<file path="src/hdl/jtdm_pkg.sv">
// ============================================================================
// jtdm_pkg: joystick tank-drive mixer shared definitions
// Event codes, button and axis assignments, widths, reset values and the
// stick state record passed between the event stage and the speed logic.
// ============================================================================
package jtdm_pkg;

    // Field widths
    localparam int AXIS_W    = 16;
    localparam int MASK_W    = 16;
    localparam int SPEED_W   = 10;
    localparam int AXIS_ID_W = 3;
    localparam int BTN_W     = 4;
    localparam int DZ_W      = 7;
    localparam int STEP_W    = 6;
    localparam int CFG_IDX_W = 1;

    // Buttons that exist on the pad; higher indexes are ignored
    localparam int NUM_BUTTONS = 16;

    // Product width of -y * STICK_SCALE and the divide shift (32768)
    localparam int STICK_SCALE = 100;
    localparam int PROD_W      = 24;
    localparam int DIV_SHIFT   = 15;
    // Scaled stick value, -99..100
    localparam int RAW_W       = 8;

    // Event kinds
    typedef enum logic [1:0] {
        REQ_AXIS    = 2'd0,
        REQ_PRESS   = 2'd1,
        REQ_RELEASE = 2'd2,
        REQ_QUIT    = 2'd3
    } t_req_type;

    // Configuration register indexes
    typedef enum logic [CFG_IDX_W-1:0] {
        CFG_DEAD_ZONE  = 1'b0,
        CFG_TURBO_STEP = 1'b1
    } t_cfg_idx;

    // Axis and button assignments
    localparam logic [AXIS_ID_W-1:0] AXIS_LEFT_V  = 3'd1;
    localparam logic [AXIS_ID_W-1:0] AXIS_RIGHT_V = 3'd3;
    localparam int BTN_STOP_LEFT  = 0;
    localparam int BTN_STOP_RIGHT = 2;
    localparam int BTN_TURBO_A    = 5;
    localparam int BTN_TURBO_B    = 7;

    // Configuration reset values
    localparam logic [DZ_W-1:0]   DEAD_ZONE_RST  = 7'd50;
    localparam logic [STEP_W-1:0] TURBO_STEP_RST = 6'd20;

    // Stick and button state after an event
    typedef struct packed {
        logic signed [AXIS_W-1:0] left_y;
        logic signed [AXIS_W-1:0] right_y;
        logic [MASK_W-1:0]        held;
        logic                     quit;
    } t_jtdm_state;

endpackage

</file>
<file path="src/hdl/joystick_tank_drive_mixer.sv">
// ============================================================================
// joystick_tank_drive_mixer: joystick events to tank-drive commands
// The input register, the event/speed logic and the result register form a
// stall-together pipeline. Throughput: one event per cycle while
// m_axis_tready is high or the result register is empty.
// Reset: synchronous active-low; clears stick positions, buttons, quit flag,
// valids, and loads dead_zone = 50 and turbo_step = 20.
// ============================================================================
module joystick_tank_drive_mixer (
    input  logic        i_clk,
    input  logic        i_rst_n,
    // Configuration write port
    input  logic        i_cfg_we,
    input  logic [jtdm_pkg::CFG_IDX_W-1:0] i_cfg_addr,
    input  logic [jtdm_pkg::DZ_W-1:0]      i_cfg_wdata,
    // Event stream
    input  logic        s_axis_tvalid,
    output logic        s_axis_tready,
    // [2:0] axis_index, [18:3] axis_value, [22:19] button_index, [23] zero
    input  logic [23:0] s_axis_tdata,
    // [1:0] req_type
    input  logic [1:0]  s_axis_tuser,
    // Drive command stream
    output logic        m_axis_tvalid,
    input  logic        m_axis_tready,
    // [9:0] right_speed, [19:10] left_speed, [20] quit_seen,
    // [36:21] buttons_held, [39:37] zero
    output logic [39:0] m_axis_tdata
);
    import jtdm_pkg::*;

    // Configuration registers
    logic [DZ_W-1:0]   r_dead_zone;
    logic [STEP_W-1:0] r_turbo_step;

    always_ff @(posedge i_clk) begin
        if (!i_rst_n) begin
            r_dead_zone  <= DEAD_ZONE_RST;
            r_turbo_step <= TURBO_STEP_RST;
        end else if (i_cfg_we) begin
            case (t_cfg_idx'(i_cfg_addr))
                CFG_DEAD_ZONE:  r_dead_zone  <= i_cfg_wdata;
                CFG_TURBO_STEP: r_turbo_step <= i_cfg_wdata[STEP_W-1:0];
                default: begin
                    r_dead_zone <= r_dead_zone;
                end
            endcase
        end
    end

    // Pipeline handshake: everything moves when the result slot is free
    logic r_in_vld;
    logic r_out_vld;
    logic advance;
    logic fire;
    logic in_acc;

    assign advance       = !r_out_vld || m_axis_tready;
    assign fire          = r_in_vld && advance;
    assign s_axis_tready = !r_in_vld || advance;
    assign in_acc        = s_axis_tvalid && s_axis_tready;

    // Input register
    t_req_type            r_type;
    logic [AXIS_ID_W-1:0] r_axis;
    logic [AXIS_W-1:0]    r_val;
    logic [BTN_W-1:0]     r_btn;

    always_ff @(posedge i_clk) begin
        if (!i_rst_n) begin
            r_in_vld <= 1'b0;
        end else if (s_axis_tready) begin
            r_in_vld <= s_axis_tvalid;
        end
    end

    always_ff @(posedge i_clk) begin
        if (in_acc) begin
            r_type <= t_req_type'(s_axis_tuser);
            r_axis <= s_axis_tdata[2:0];
            r_val  <= s_axis_tdata[18:3];
            r_btn  <= s_axis_tdata[22:19];
        end
    end

    // Event application
    t_jtdm_state st_next;

    jtdm_state u_state (
        .i_clk          (i_clk),
        .i_rst_n        (i_rst_n),
        .i_fire         (fire),
        .i_req_type     (r_type),
        .i_axis_index   (r_axis),
        .i_axis_value   (r_val),
        .i_button_index (r_btn),
        .o_next         (st_next)
    );

    // Per-side speeds
    logic signed [SPEED_W-1:0] spd_left;
    logic signed [SPEED_W-1:0] spd_right;

    jtdm_speed u_speed_left (
        .i_stick_y    (st_next.left_y),
        .i_dead_zone  (r_dead_zone),
        .i_turbo_step (r_turbo_step),
        .i_turbo_a    (st_next.held[BTN_TURBO_A]),
        .i_turbo_b    (st_next.held[BTN_TURBO_B]),
        .o_speed      (spd_left)
    );

    jtdm_speed u_speed_right (
        .i_stick_y    (st_next.right_y),
        .i_dead_zone  (r_dead_zone),
        .i_turbo_step (r_turbo_step),
        .i_turbo_a    (st_next.held[BTN_TURBO_A]),
        .i_turbo_b    (st_next.held[BTN_TURBO_B]),
        .o_speed      (spd_right)
    );

    // Stop buttons: left stop wins over right stop
    logic [SPEED_W-1:0] n_left;
    logic [SPEED_W-1:0] n_right;

    assign n_left  = st_next.held[BTN_STOP_LEFT] ? '0 : spd_left;
    assign n_right = (!st_next.held[BTN_STOP_LEFT] && st_next.held[BTN_STOP_RIGHT])
                   ? '0 : spd_right;

    // Result register
    logic [SPEED_W-1:0] r_left;
    logic [SPEED_W-1:0] r_right;
    logic               r_quit;
    logic [MASK_W-1:0]  r_held;

    always_ff @(posedge i_clk) begin
        if (!i_rst_n) begin
            r_out_vld <= 1'b0;
        end else if (advance) begin
            r_out_vld <= r_in_vld;
        end
    end

    always_ff @(posedge i_clk) begin
        if (fire) begin
            r_left  <= n_left;
            r_right <= n_right;
            r_quit  <= st_next.quit;
            r_held  <= st_next.held;
        end
    end

    assign m_axis_tvalid = r_out_vld;
    assign m_axis_tdata  = {3'b000, r_held, r_quit, r_left, r_right};

endmodule

</file>
<file path="src/hdl/jtdm_state.sv">
// ============================================================================
// jtdm_state: event application and stick/button state
// Applies one joystick event to the stored stick positions, button mask and
// quit flag. The updated state is available combinationally in the same cycle.
// ============================================================================
module jtdm_state (
    input  logic                          i_clk,
    input  logic                          i_rst_n,
    input  logic                          i_fire,
    input  jtdm_pkg::t_req_type           i_req_type,
    input  logic [jtdm_pkg::AXIS_ID_W-1:0] i_axis_index,
    input  logic [jtdm_pkg::AXIS_W-1:0]    i_axis_value,
    input  logic [jtdm_pkg::BTN_W-1:0]     i_button_index,
    output jtdm_pkg::t_jtdm_state         o_next
);
    import jtdm_pkg::*;

    t_jtdm_state r_st;
    t_jtdm_state n_st;
    logic        btn_ok;

    assign btn_ok = (int'(i_button_index) < NUM_BUTTONS);

    // Next state for the current event
    always_comb begin
        n_st = r_st;
        case (i_req_type)
            REQ_AXIS: begin
                if (i_axis_index == AXIS_LEFT_V) begin
                    n_st.left_y = $signed(i_axis_value);
                end else if (i_axis_index == AXIS_RIGHT_V) begin
                    n_st.right_y = $signed(i_axis_value);
                end
            end
            REQ_PRESS: begin
                if (btn_ok) begin
                    n_st.held[i_button_index] = 1'b1;
                end
            end
            REQ_RELEASE: begin
                if (btn_ok) begin
                    n_st.held[i_button_index] = 1'b0;
                end
            end
            REQ_QUIT: begin
                n_st.quit = 1'b1;
            end
            default: begin
                n_st = r_st;
            end
        endcase
    end

    // State register, updated once per processed event
    always_ff @(posedge i_clk) begin
        if (!i_rst_n) begin
            r_st <= '0;
        end else if (i_fire) begin
            r_st <= n_st;
        end
    end

    assign o_next = n_st;

endmodule

</file>
<file path="src/hdl/jtdm_speed.sv">
// ============================================================================
// jtdm_speed: one side's drive speed from its stick position
// Scales the stick to -99..100 with truncation toward zero, applies the dead
// zone and doubling, then adds the turbo steps away from zero.
// ============================================================================
module jtdm_speed (
    input  logic signed [jtdm_pkg::AXIS_W-1:0]  i_stick_y,
    input  logic [jtdm_pkg::DZ_W-1:0]           i_dead_zone,
    input  logic [jtdm_pkg::STEP_W-1:0]         i_turbo_step,
    input  logic                                i_turbo_a,
    input  logic                                i_turbo_b,
    output logic signed [jtdm_pkg::SPEED_W-1:0] o_speed
);
    import jtdm_pkg::*;

    logic signed [PROD_W-1:0]  y_ext;
    logic signed [PROD_W-1:0]  prod;
    logic signed [PROD_W-1:0]  adj;
    logic signed [RAW_W-1:0]   raw;
    logic signed [RAW_W-1:0]   raw_neg;
    logic [DZ_W-1:0]           mag;
    logic signed [SPEED_W-1:0] raw_ext;
    logic signed [SPEED_W-1:0] dz_ext;
    logic signed [SPEED_W-1:0] step_ext;
    logic signed [SPEED_W-1:0] shifted;
    logic signed [SPEED_W-1:0] base;
    logic signed [SPEED_W-1:0] turbo1;
    logic signed [SPEED_W-1:0] turbo2;

    // Scale: -y * 100, divide by 32768 rounding toward zero
    assign y_ext = PROD_W'(i_stick_y);
    assign prod  = PROD_W'(0) - (y_ext * PROD_W'(STICK_SCALE));
    assign adj   = prod[PROD_W-1] ? (prod + PROD_W'((1 << DIV_SHIFT) - 1)) : prod;
    assign raw   = adj[DIV_SHIFT+RAW_W-1:DIV_SHIFT];

    // Magnitude against the dead zone
    assign raw_neg = -raw;
    assign mag     = raw[RAW_W-1] ? raw_neg[DZ_W-1:0] : raw[DZ_W-1:0];

    assign raw_ext  = SPEED_W'(raw);
    assign dz_ext   = $signed({{(SPEED_W-DZ_W){1'b0}}, i_dead_zone});
    assign step_ext = $signed({{(SPEED_W-STEP_W){1'b0}}, i_turbo_step});

    // Pull toward zero by the dead zone, then double
    assign shifted = (raw > 0) ? (raw_ext - dz_ext) : (raw_ext + dz_ext);
    assign base    = (mag < i_dead_zone) ? '0 : (shifted <<< 1);

    // Turbo steps, zero counts as forward
    assign turbo1 = !i_turbo_a ? base
                  : (base[SPEED_W-1] ? base - step_ext : base + step_ext);
    assign turbo2 = !i_turbo_b ? turbo1
                  : (turbo1[SPEED_W-1] ? turbo1 - step_ext : turbo1 + step_ext);

    assign o_speed = turbo2;

endmodule

</file>
<file path="config.mk">
export PLATFORM = sky130hd
export DESIGN_NAME = joystick_tank_drive_mixer
export DESIGN_NICKNAME = d
export VERILOG_FILES = /design/src/hdl/jtdm_pkg.sv /design/src/hdl/joystick_tank_drive_mixer.sv /design/src/hdl/jtdm_state.sv /design/src/hdl/jtdm_speed.sv
export SDC_FILE = /design/constraint.sdc
export NUM_CORES = 1
export LEC_CHECK = 0
export BUFFER_PORTS_ARGS = -buffer_cell sky130_fd_sc_hd__buf_2
export CELL_PAD_IN_SITES_DETAIL_PLACEMENT = 1
export CELL_PAD_IN_SITES_GLOBAL_PLACEMENT = 1
export CORE_UTILIZATION = 25
export CTS_CLUSTER_DIAMETER = 30
export DETAILED_ROUTE_END_ITERATION = 6
export PLACE_DENSITY_LB_ADDON = 0.1
export SLEW_MARGIN = 20
export SYNTH_ARGS = -nofsm -noshare
export SYNTH_HDL_FRONTEND = slang
export SYNTH_SLANG_ARGS = --single-unit
export TNS_END_PERCENT = 10
</file>
<file path="constraint.sdc">
create_clock -name i_clk -period 15.25 [get_ports i_clk]
set_input_delay 4.575 -clock i_clk [delete_from_list [all_inputs] [get_ports i_clk]]
set_output_delay 4.575 -clock i_clk [all_outputs]
set_load 0.01 [all_outputs]
</file>
==> impl_results.md, run 1 <==
* Die H at between 200 and 250 µm
* Least-Margin Pin Slew at around 1100 ps
* Longest Clk Path Bufs at 2
* Leakage at approximately 0.0075 µW
* Post-Route WL at ~42000 µm
* Placed cell area at 15400 µm²
* CTS Buf Count at 17
* Most frequent CP cell: a21o_1
* Critical Path Max Stage Delay at approximately 520 ps
* Flop and latch count out of synthesis at 126
* Design area at 16300 µm²
* Fin nets at between 2000 and 2500
* Seq/Total Area, Yosys at a little under a quarter
* GRT overflow at 0
* DRC viols at 0
* I/O pin count at just over 80
* Core area at 55000 µm²
* Top_reg_cell synth: dfxtp_1
* Routed len/inst at 16.4 µm
* Endpoint type of the worst setup path: register
* Total power divided by cell area at 164 nW/µm²
* Largest net degree at the start of global routing at 70
* Final period util at 92.5%
* Clk_lat worst skew at between 400 and 500 ps
* Root Driver: clkbuf_16
* First-pass GRT wire length at 68400 µm
* Status: complete, no violations
* Peak VDD IR at 0.0962 mV
* Register area at ~3100 µm²
* CTS sink count at between 100 and 150
* FMAX at between 0.07 and 0.08 GHz
* Hold-fix buffers, CTS at 0
* CTS H-tree lvls at 4
* Critical path class: register to register
* Max_slew headroom at roughly 29%
* Post-Syn Instances at approximately 1700
* Rows at 86
* Final RePlAce weighted congestion at a little under 0.8
* Min cycle time layout at approximately 14000 ps
* # diodes at 0
* Tot GR Track Use at ~15%
* Via-to-Cell Ratio at around 4.7
* Synth unique cells at 109
* CP startpoint kind: register
* Area Overhead vs Synth at 17.2%
* Multi-input gate area in the final layout at between 10000 and 15000 µm²
* Worst Skew at approximately 23 ps
* Fin. Hold Viols at 0
* DR pass1 iterations at 4
* ANT nets after route at 0
* Critical Path RT at 15530 ps
* Via count at approximately 12000
* Final setup vio count at 0
* Synthesized cell area at around 14000 µm²
* Die area at 56600 µm²
* # fillers at between 6000 and 7000
* Area contributors post-synth: ha_1 15%, edfxtp_1 13%, dfxtp_1 9.2%, xnor2_1 5.8%, nand2_1 5.1%
* Antenna violations before repair at 0
* Share of cells above drive strength 1 at between 10% and 20%
* Post-synth top area share at between 10% and 20%
* Drt initial violations at roughly 390
* Ys Warns at 0
* Synthesized area per cell at roughly 8.3 µm²
* Dpl hpwl at 32900 µm
* Top cell type by total area after synthesis: ha_1
* Post-synth EDFFs at between 60 and 70
* TNS Setup at 0 ps
* Starting Density at 25.3%
* Die width at ~240 µm
* Critical path peak fanout at 12
* Worst EP arrival at between 10000 and 15000 ps
* CTS tree: built
* Clk pin slew, worst setup/hold paths at around 70 ps
* Max cap viols at 0
* RSZ-0062 raised after global routing: no
* Fraction of registers with async set/reset at 0%
* Number of global-route vias before repair at 12800
* Max Transition Viols Final at 0
* Count of input and output buffers at 76
* Hold crit path type: register to register
* CP max-delay cell: a2111o_1
[where the power goes]
group	switching [µW]	internal (µW)	leakage (µW)	total, µW
registers	17.7	401	0.00112	419
logic	996	817	0.00608	1810
clock network	194	240	0.000288	434
[logic make-up (layout without fill, tap and decap cells)]
family | Yosys count | after routing | share of synthesized area (%)
AND/OR/NAND/NOR | 596 | 596 | 21.5
AO/OA/AOI/OAI | 391 | 391 | 19.3
adder cells (fa/ha/maj) | 202 | 202 | 19.8
buffers and inverters | 178 | 285 | 5.06
XOR/XNOR | 131 | 131 | 8.36
flip-flops | 126 | 126 | 22.6
multiplexers | 43 | 43 | 3.37
other | 1 | 3 | 0.0270
[placed cells by master, fill, tap and decap left out, types with 29 or more instances in the layout]
cell / n
a21o_1: 51
a21oi_1: 104
buf_2: 76
buf_4: 66
dfxtp_1: 64
edfxtp_1: 62
fa_1: 31
ha_1: 166
inv_1: 106
nand2_1: 189
nor2_1: 148
nor3b_1: 29
o21ai_0: 58
xnor2_1: 91
xor2_1: 35
[final cells by class]
type	count	area share, %
multi-input combinational	1366	63.2
inverter	109	2.52
sequential	126	19.3
timing repair buffer	144	5.57
clock buffer	19	2.79
clock inverter	13	0.875
tap	748	5.74
[through the flow]
step | total power [µW] | cells | hold WS [ps] | setup WS (ps) | utilization [%]
floorplan | 1770 | 1670 | 441 | 1720 | -
global placement | 2190 | 2485 | 450 | 546 | 28.0
detailed placement | 2230 | 2485 | 459 | 389 | 28.0
CTS | 2690 | 2517 | 469 | 207 | 29.1
global route | 2970 | 2525 | 490 | 41.6 | 29.6
finish | 2670 | 2525 | 465 | 1140 | 29.6
[worst paths after layout]
| check | slack, ps | startpoint | end | depth (start not counted) |
|---|---|---|---|---|
| worst max register to register | 1140 | r_type[0]$_DFFE_PP_ | r_left[9]$_SDFFCE_PP0P_ | 64 |
| worst max-delay path | 1140 | r_type[0]$_DFFE_PP_ | r_left[9]$_SDFFCE_PP0P_ | 64 |
| worst min-delay path | 470 | u_state.r_st[36]$_SDFFE_PN0P_ | u_state.r_st[36]$_SDFFE_PN0P_ | 2 |
| worst min register to register | 470 | u_state.r_st[36]$_SDFFE_PN0P_ | u_state.r_st[36]$_SDFFE_PN0P_ | 2 |
[routing by layer]
layer / part of all wire, % / vias to the layer above / GRT usage (%)
li1: - / 6087 / -
met1: 49 / 5746 / 19.4
met2: 48 / 101 / 26.6
met3: 2.1 / 36 / 2.21
met4: 1.6 / 0 / 5.02
met5: 0 / - / 0
[critical path, delay by kind of cell, from the launching register on]
family / cells / cell delay [ps]
AO/OA/AOI/OAI: 24 / 4760
XOR/XNOR: 1 / 150
adder cells (fa/ha/maj): 8 / 2690
buffers and inverters: 5 / 650
flip-flops: 1 / 430
multiplexers: 5 / 1480
AND/OR/NAND/NOR: 21 / 3720
[flip-flops by register name (all words and copies together) (netlist names), 3 cells and up]
| name | cells |
|---|---|
| u_state.r_st | 49 |
| r_held | 16 |
| r_val | 16 |
| r_left | 10 |
| r_right | 10 |
| r_dead_zone | 7 |
| r_turbo_step | 6 |
| r_btn | 4 |
| r_axis | 3 |
[cell usage after synthesis, drive strengths merged (24+ instances only)]
master,count
inv,108
a21o,51
nand2b,24
clkbuf,48
nor3,31
nor3b,30
nand3,28
nor2b,29
o21ai,69
xor2,38
xnor2,93
nand2,190
edfxtp,62
dfxtp,64
nor2,151
a21oi,112
ha,171
fa,31
[timing repair]
action | CTS | global route
hold endpoints to repair | 0 | 0
endpoints found under the setup margin | 0 | 10
buffers inserted | 0 | 8
resized for setup | 0 | 52
Power figures use the tool's default switching activity.
==> run 2: changes to the inputs <==
CELL_PAD_IN_SITES_DETAIL_PLACEMENT = not set   (was 1)
CELL_PAD_IN_SITES_GLOBAL_PLACEMENT = not set   (was 1)
PLACE_DENSITY_LB_ADDON = not set   (was 0.1)
==> impl_results.md, run 2 (synthesis gave the netlist of run 1 again) <==
* Final period util at 93.4% (was 92.5%)
* Clk_lat worst skew at 450 ps (was 490 ps)
* Die width at 238 µm (unchanged)
* Critical path peak fanout at 8 (was 12)
* CTS tree: built (unchanged)
* Fin. Hold Viols at 0 (unchanged)
* Largest registers: u_state.r_st x49, r_held x16, r_val x16 (unchanged)
* Via count at 11900 (was 12000)
* Via-to-Cell Ratio at 4.78 (was 4.74)
* Number of global-route vias before repair at 11600 (was 12800)
* Longest Clk Path Bufs at 2 (unchanged)
* Worst Skew at 10.8 ps (was 23.4 ps)
* Max_slew headroom at 31.5% (was 28.8%)
* Hold crit path type: register to register (unchanged)
* Drt initial violations at 969 (was 386)
* CP max-delay cell: a2111oi_0 (was a2111o_1)
* Critical Path Max Stage Delay at 510 ps (was 520 ps)
* Core area at 55000 µm² (unchanged)
* I/O pin count at 81 (unchanged)
* Min cycle time layout at 14250 ps (was 14110 ps)
* Critical path class: register to register (unchanged)
* Die area at 56600 µm² (unchanged)
* Most frequent cells in the layout: 189 x nand2_1, 166 x ha_1, 148 x nor2_1 (unchanged)
* First-pass GRT wire length at 57800 µm (was 68400 µm)
* DR pass1 iterations at 7 (was 4)
* Tot GR Track Use at 12.5% (was 15.4%)
* CTS Buf Count at 17 (unchanged)
* Total power divided by cell area at 159 nW/µm² (was 164 nW/µm²)
* Failing checks: design-rule violations
* Multi-input gate area in the final layout at 10400 µm² (was 10300 µm²)
* Most frequent CP cell: a21o_1 (unchanged)
* Largest net degree at the start of global routing at 65 (was 70)
* Starting Density at 25.3% (unchanged)
* Most flops, register: u_state.r_st (unchanged)
* Status: finished, violations left (was complete, no violations)
* Peak VDD IR at 0.0972 mV (was 0.0962 mV)
* ANT nets after route at 0 (unchanged)
* Max reg flops at 49 (unchanged)
* Fin nets at 1969 (was 2005)
* # diodes at 0 (unchanged)
* Max cap viols at 0 (unchanged)
* Critical Path RT at 15420 ps (was 15530 ps)
* Final setup vio count at 0 (unchanged)
* Leakage at 0.00733 µW (was 0.00749 µW)
* Most common cell after layout, fill and taps aside: nand2_1 (unchanged)
* WHS Path Cells at 2 (unchanged)
* Antenna violations before repair at 0 (unchanged)
* Hold-fix buffers, CTS at 0 (unchanged)
* GRT overflow at 0 (unchanged)
* Stages on the worst setup path at 69 (was 64)
* Clk pin slew, worst setup/hold paths at 60 ps (was 70 ps)
* Die H at 238 µm (unchanged)
* Critical path's top delay family: compound AO/OA/AOI/OAI gates (unchanged)
* DRC viols at 1 (was 0)
* Root Driver: clkbuf_16 (unchanged)
* Max Transition Viols Final at 0 (unchanged)
* Post-Place Cells at 2446 (was 2485)
* Final RePlAce weighted congestion at 0.882 (was 0.777)
* Crit path buf inv count at 6 (was 5)
* Register area at 3140 µm² (unchanged)
* Routed len/inst at 14.1 µm (was 16.4 µm)
* # fillers at 5840 (was 6473)
* CTS H-tree lvls at 4 (unchanged)
* Endpoint type of the worst setup path: register (unchanged)
* Post-Route WL at 35100 µm (was 41500 µm)
* Least-Margin Pin Slew at 1030 ps (was 1060 ps)
* Layout Cells excl Fill at 2489 (was 2525)
* Count of input and output buffers at 76 (unchanged)
* Share of cells above drive strength 1 at 14.9% (was 16.2%)
* Rows at 86 (unchanged)
* Worst EP arrival at 14420 ps (was 14380 ps)
* Area Overhead vs Synth at 15.6% (was 17.2%)
* FMAX at 0.0702 GHz (was 0.0709 GHz)
* Total power at 2550 µW (was 2670 µW)
* Worst-case reg-to-reg path depth at 69 (was 64)
* CTS sink count at 126 (unchanged)
* Dpl hpwl at 27500 µm (was 32900 µm)
* CP startpoint kind: register (unchanged)
## run 2: power by group
part           switching (µW)  total, µW  internal [µW]
combinational             968       1730            761
clock                     167        405            237
sequential               16.8        418            402
total                    1150       2550           1400
## run 2: layout make-up
| type | instances | share of cell area, % |
|---|---|---|
| inverter | 109 | 2.55 |
| tap | 748 | 5.82 |
| sequential | 126 | 19.5 |
| timing repair buffer | 108 | 3.94 |
| multi-input combinational | 1366 | 64.5 |
| clock buffer | 20 | 2.85 |
| clock inverter | 12 | 0.794 |
## run 2: what timing repair did
action                     in CTS  in global routing
resized for setup               0                 64
setup endpoints to repair       0                  9
buffers inserted                0                 11
## run 2: per-layer routing
metal / share of wire (%) / track usage [%]
met5: 0 / 0
met4: 2.2 / 4.18
met3: 3.2 / 2.02
met2: 48 / 21.5
met1: 47 / 15.9
## run 2: final timing paths
kind / startpoint / end / slack (ps)
setup / recovery: r_type[1]$_DFFE_PP_ / r_right[9]$_SDFFCE_PP0P_ / 1000
hold / removal: u_state.r_st[43]$_SDFFE_PN0P_ / u_state.r_st[43]$_SDFFE_PN0P_ / 470
setup reg to reg: r_type[1]$_DFFE_PP_ / r_right[9]$_SDFFCE_PP0P_ / 1000
hold reg to reg: u_state.r_st[43]$_SDFFE_PN0P_ / u_state.r_st[43]$_SDFFE_PN0P_ / 470
## run 2: metrics by stage
stage                     utilization [%]  setup TNS (ps)  hold WS, ps  worst slack, ps  area, µm²
after floorplan                         -               0          441             1720      13900
after global placement               27.5               0          450              420      15100
after detailed placement             27.5               0          457              163      15100
after CTS                            28.5               0          474             74.3      15700
after global routing                 29.2           -5.77          496            -3.21      16100
final                                29.2               0          467             1000      16100
## run 2: worst register-to-register path, delay by kind of cell, from the launching register on
kind                     cells  cell delay, ps
AO/OA/AOI/OAI               28            5770
XOR/XNOR                     3             490
adder cells (fa/ha/maj)     10            2770
buffers and inverters        6             820
flip-flops                   1             440
multiplexers                 2             680
AND/OR/NAND/NOR             20            3040
==> run 3: changes to the inputs <==
clock period = 14.2 ns   (was 15.25 ns; I/O delays follow)
==> impl_results.md, run 3 (synthesis gave the netlist of run 1 again) <==
* Status: complete, no violations (was finished, violations left)
* CTS H-tree lvls at 4 (unchanged)
* Endpoint type of the worst setup path: register (unchanged)
* Total power divided by cell area at 171 nW/µm² (was 159 nW/µm²)
* Most common cell after layout, fill and taps aside: nand2_1 (unchanged)
* Max reg flops at 49 (unchanged)
* Most frequent CP cell: a21o_1 (unchanged)
* Clk pin slew, worst setup/hold paths at 60 ps (about the same)
* Worst Skew at 11.2 ps (was 10.8 ps)
* Critical path's top delay family: compound AO/OA/AOI/OAI gates (unchanged)
* RSZ-0062 raised after global routing: yes
* CP startpoint kind: register (unchanged)
* NetSw at 1270 µW (was 1150 µW)
* Largest net degree at the start of global routing at 65 (unchanged)
* Area Overhead vs Synth at 20.2% (was 15.6%)
* Leakage at 0.00759 µW (was 0.00733 µW)
* DRC viols at 0 (was 1)
* Critical Path Max Stage Delay at 510 ps (about the same)
* Max_slew headroom at 30.7% (was 31.5%)
* CP max-delay cell: or4_1 (was a2111oi_0)
* Critical path peak fanout at 10 (was 8)
* R2r endpoint: r_left[9]$_SDFFCE_PP0P_ (was r_right[9]$_SDFFCE_PP0P_)
* Final period util at 94.7% (was 93.4%)
* Crit path buf inv count at 9 (was 6)
* FMAX at 0.0744 GHz (was 0.0702 GHz)
* Drt initial violations at 736 (was 969)
* Register area at 3140 µm² (unchanged)
* Starting Density at 25.3% (unchanged)
* Worst Setup EP: r_left[9]$_SDFFCE_PP0P_ (was r_right[9]$_SDFFCE_PP0P_)
* Die H at 238 µm (unchanged)
* Longest Clk Path Bufs at 2 (unchanged)
* Root Driver: clkbuf_16 (unchanged)
* Int Pwr at 1590 µW (was 1400 µW)
* Met3 GRT Util at 2.26% (was 2.02%)
* Worst-case reg-to-reg path depth at 69 (unchanged)
* Met2 Usage GRT at 21.9% (was 21.5%)
* TNS Setup at 0 ps (unchanged)
* Layout Cells excl Fill at 2546 (was 2489)
* Origin of the worst setup path: r_type[1]$_DFFE_PP_ (unchanged)
* Critical path class: register to register (unchanged)
* Gate power share at 69.7% (was 67.7%)
* GRT overflow at 0 (unchanged)
* Final setup vio count at 0 (unchanged)
* R2r startpoint: r_type[1]$_DFFE_PP_ (unchanged)
* Die area at 56600 µm² (unchanged)
* Critical hold path startpoint: u_state.r_st[41]$_SDFFE_PN0P_ (was u_state.r_st[43]$_SDFFE_PN0P_)
* Reg power frac at 15.7% (was 16.4%)
* Fin nets at 2026 (was 1969)
* CTS sink count at 126 (unchanged)
* Count of input and output buffers at 76 (unchanged)
* DR pass1 iterations at 5 (was 7)
* CTS tree: built (unchanged)
* Min cycle time layout at 13450 ps (was 14250 ps)
* Post-Route WL at 35900 µm (was 35100 µm)
* Die width at 238 µm (unchanged)
* Reg-to-reg slack, setup at 750 ps (was 1000 ps)
* ANT nets after route at 0 (unchanged)
* Via count at 12100 (was 11900)
* Final RePlAce weighted congestion at 0.852 (was 0.882)
* # diodes at 0 (unchanged)
* Switching Fraction at 44.5% (was 45.1%)
* First-pass GRT wire length at 58600 µm (was 57800 µm)
* Rows at 86 (unchanged)
* Least-Margin Pin Slew at 1040 ps (was 1030 ps)
* Most frequent cells in the layout: 189 x nand2_1, 156 x ha_1, 145 x nor2_1 (was 189 x nand2_1, 166 x ha_1, 148 x nor2_1)
* WHS Path Cells at 2 (unchanged)
* Multi-input gate area in the final layout at 10600 µm² (was 10400 µm²)
* Clk_lat worst skew at 450 ps (about the same)
* Design area at 16700 µm² (was 16100 µm²)
* Clock power share at 14.6% (was 15.9%)
* Hold crit path type: register to register (unchanged)
* Number of global-route vias before repair at 11900 (was 11600)
* Most flops, register: u_state.r_st (unchanged)
* Dpl hpwl at 27700 µm (was 27500 µm)
* Critical Path RT at 14440 ps (was 15420 ps)
* Max Transition Viols Final at 0 (unchanged)
* Core area at 55000 µm² (unchanged)
* # fillers at 5771 (was 5840)
* Via-to-Cell Ratio at 4.77 (was 4.78)
* Share of cells above drive strength 1 at 19.3% (was 14.9%)
* Routed len/inst at 14.1 µm (about the same)
* Post-Place Cells at 2489 (was 2446)
* Placed cell area at 15400 µm² (was 15100 µm²)
* Peak VDD IR at 0.121 mV (was 0.0972 mV)
* Max cap viols at 0 (unchanged)
* GR peak layer: met2 (unchanged)
* Stages on the worst setup path at 69 (unchanged)
* CTS Buf Count at 17 (unchanged)
* I/O pin count at 81 (unchanged)
* Antenna violations before repair at 0 (unchanged)
* Final Util at 30.4% (was 29.2%)
* Worst EP arrival at 13690 ps (was 14420 ps)
* Largest registers: u_state.r_st x49, r_held x16, r_val x16 (unchanged)
* M1 GR Usage at 16.2% (was 15.9%)
* Fin. Hold Viols at 0 (unchanged)
* Tot GR Track Use at 12.7% (was 12.5%)
==> run 3: how the worst min path moves through the flow <==
stage	end	slack [ps]
floorplan	u_state.r_st[36]$_SDFFE_PN0P_	440
finish	u_state.r_st[41]$_SDFFE_PN0P_	470
global route	u_state.r_st[36]$_SDFFE_PN0P_	490
detailed placement	u_state.r_st[41]$_SDFFE_PN0P_	460
CTS	u_state.r_st[41]$_SDFFE_PN0P_	470
global placement	u_state.r_st[41]$_SDFFE_PN0P_	450
==> run 3: power groups by stage <==
stage / clock network [µW] / registers [µW] / logic, µW
3_5_place_dp: 0 / 458 / 1880
4_1_cts: 430 / 451 / 1900
2_1_floorplan: 0 / 460 / 1450
5_1_grt: 444 / 455 / 2240
3_3_place_gp: 0 / 458 / 1830
6_report: 417 / 450 / 1990
==> run 3: repair_timing <==
item                                    4_1_cts  5_1_grt
hold buffers                                  0        0
gates cloned                                  0        1
endpoints found under the setup margin        2       12
gates resized for setup                       6      107
pin swaps                                     1       34
buffers inserted                              1       23
==> run 3: per-layer routing <==
layer | part of all wire [%] | wire length [µm]
met4 | 1.4 | 502
met5 | 0 | 0
met3 | 3.7 | 1340
met2 | 49 | 17500
met1 | 46 | 16600
==> run 3: per-stage QoR <==
stage / hold slack [ps] / power, µW / setup slack, ps
after CTS: 467 / 2780 / 0.336
final: 470 / 2860 / 750
after global routing: 488 / 3130 / -102
after global placement: 450 / 2280 / 198
after detailed placement: 458 / 2340 / -80.9
after floorplan: 441 / 1910 / 673
==> run 3: worst min-delay path, delay by kind of cell (launching register included) <==
kind             cells  cell delay, ps
AND/OR/NAND/NOR      1              50
AO/OA/AOI/OAI        1              60
flip-flops           1             310
==> run 3: cell type report <==
type	count	area share [%]
clock buffers	18	2.57
clock inverters	14	0.748
inverters	109	2.45
multi-input cells	1366	63.3
flip-flops and latches	126	18.8
well taps	748	5.60
repair buffers	165	6.50
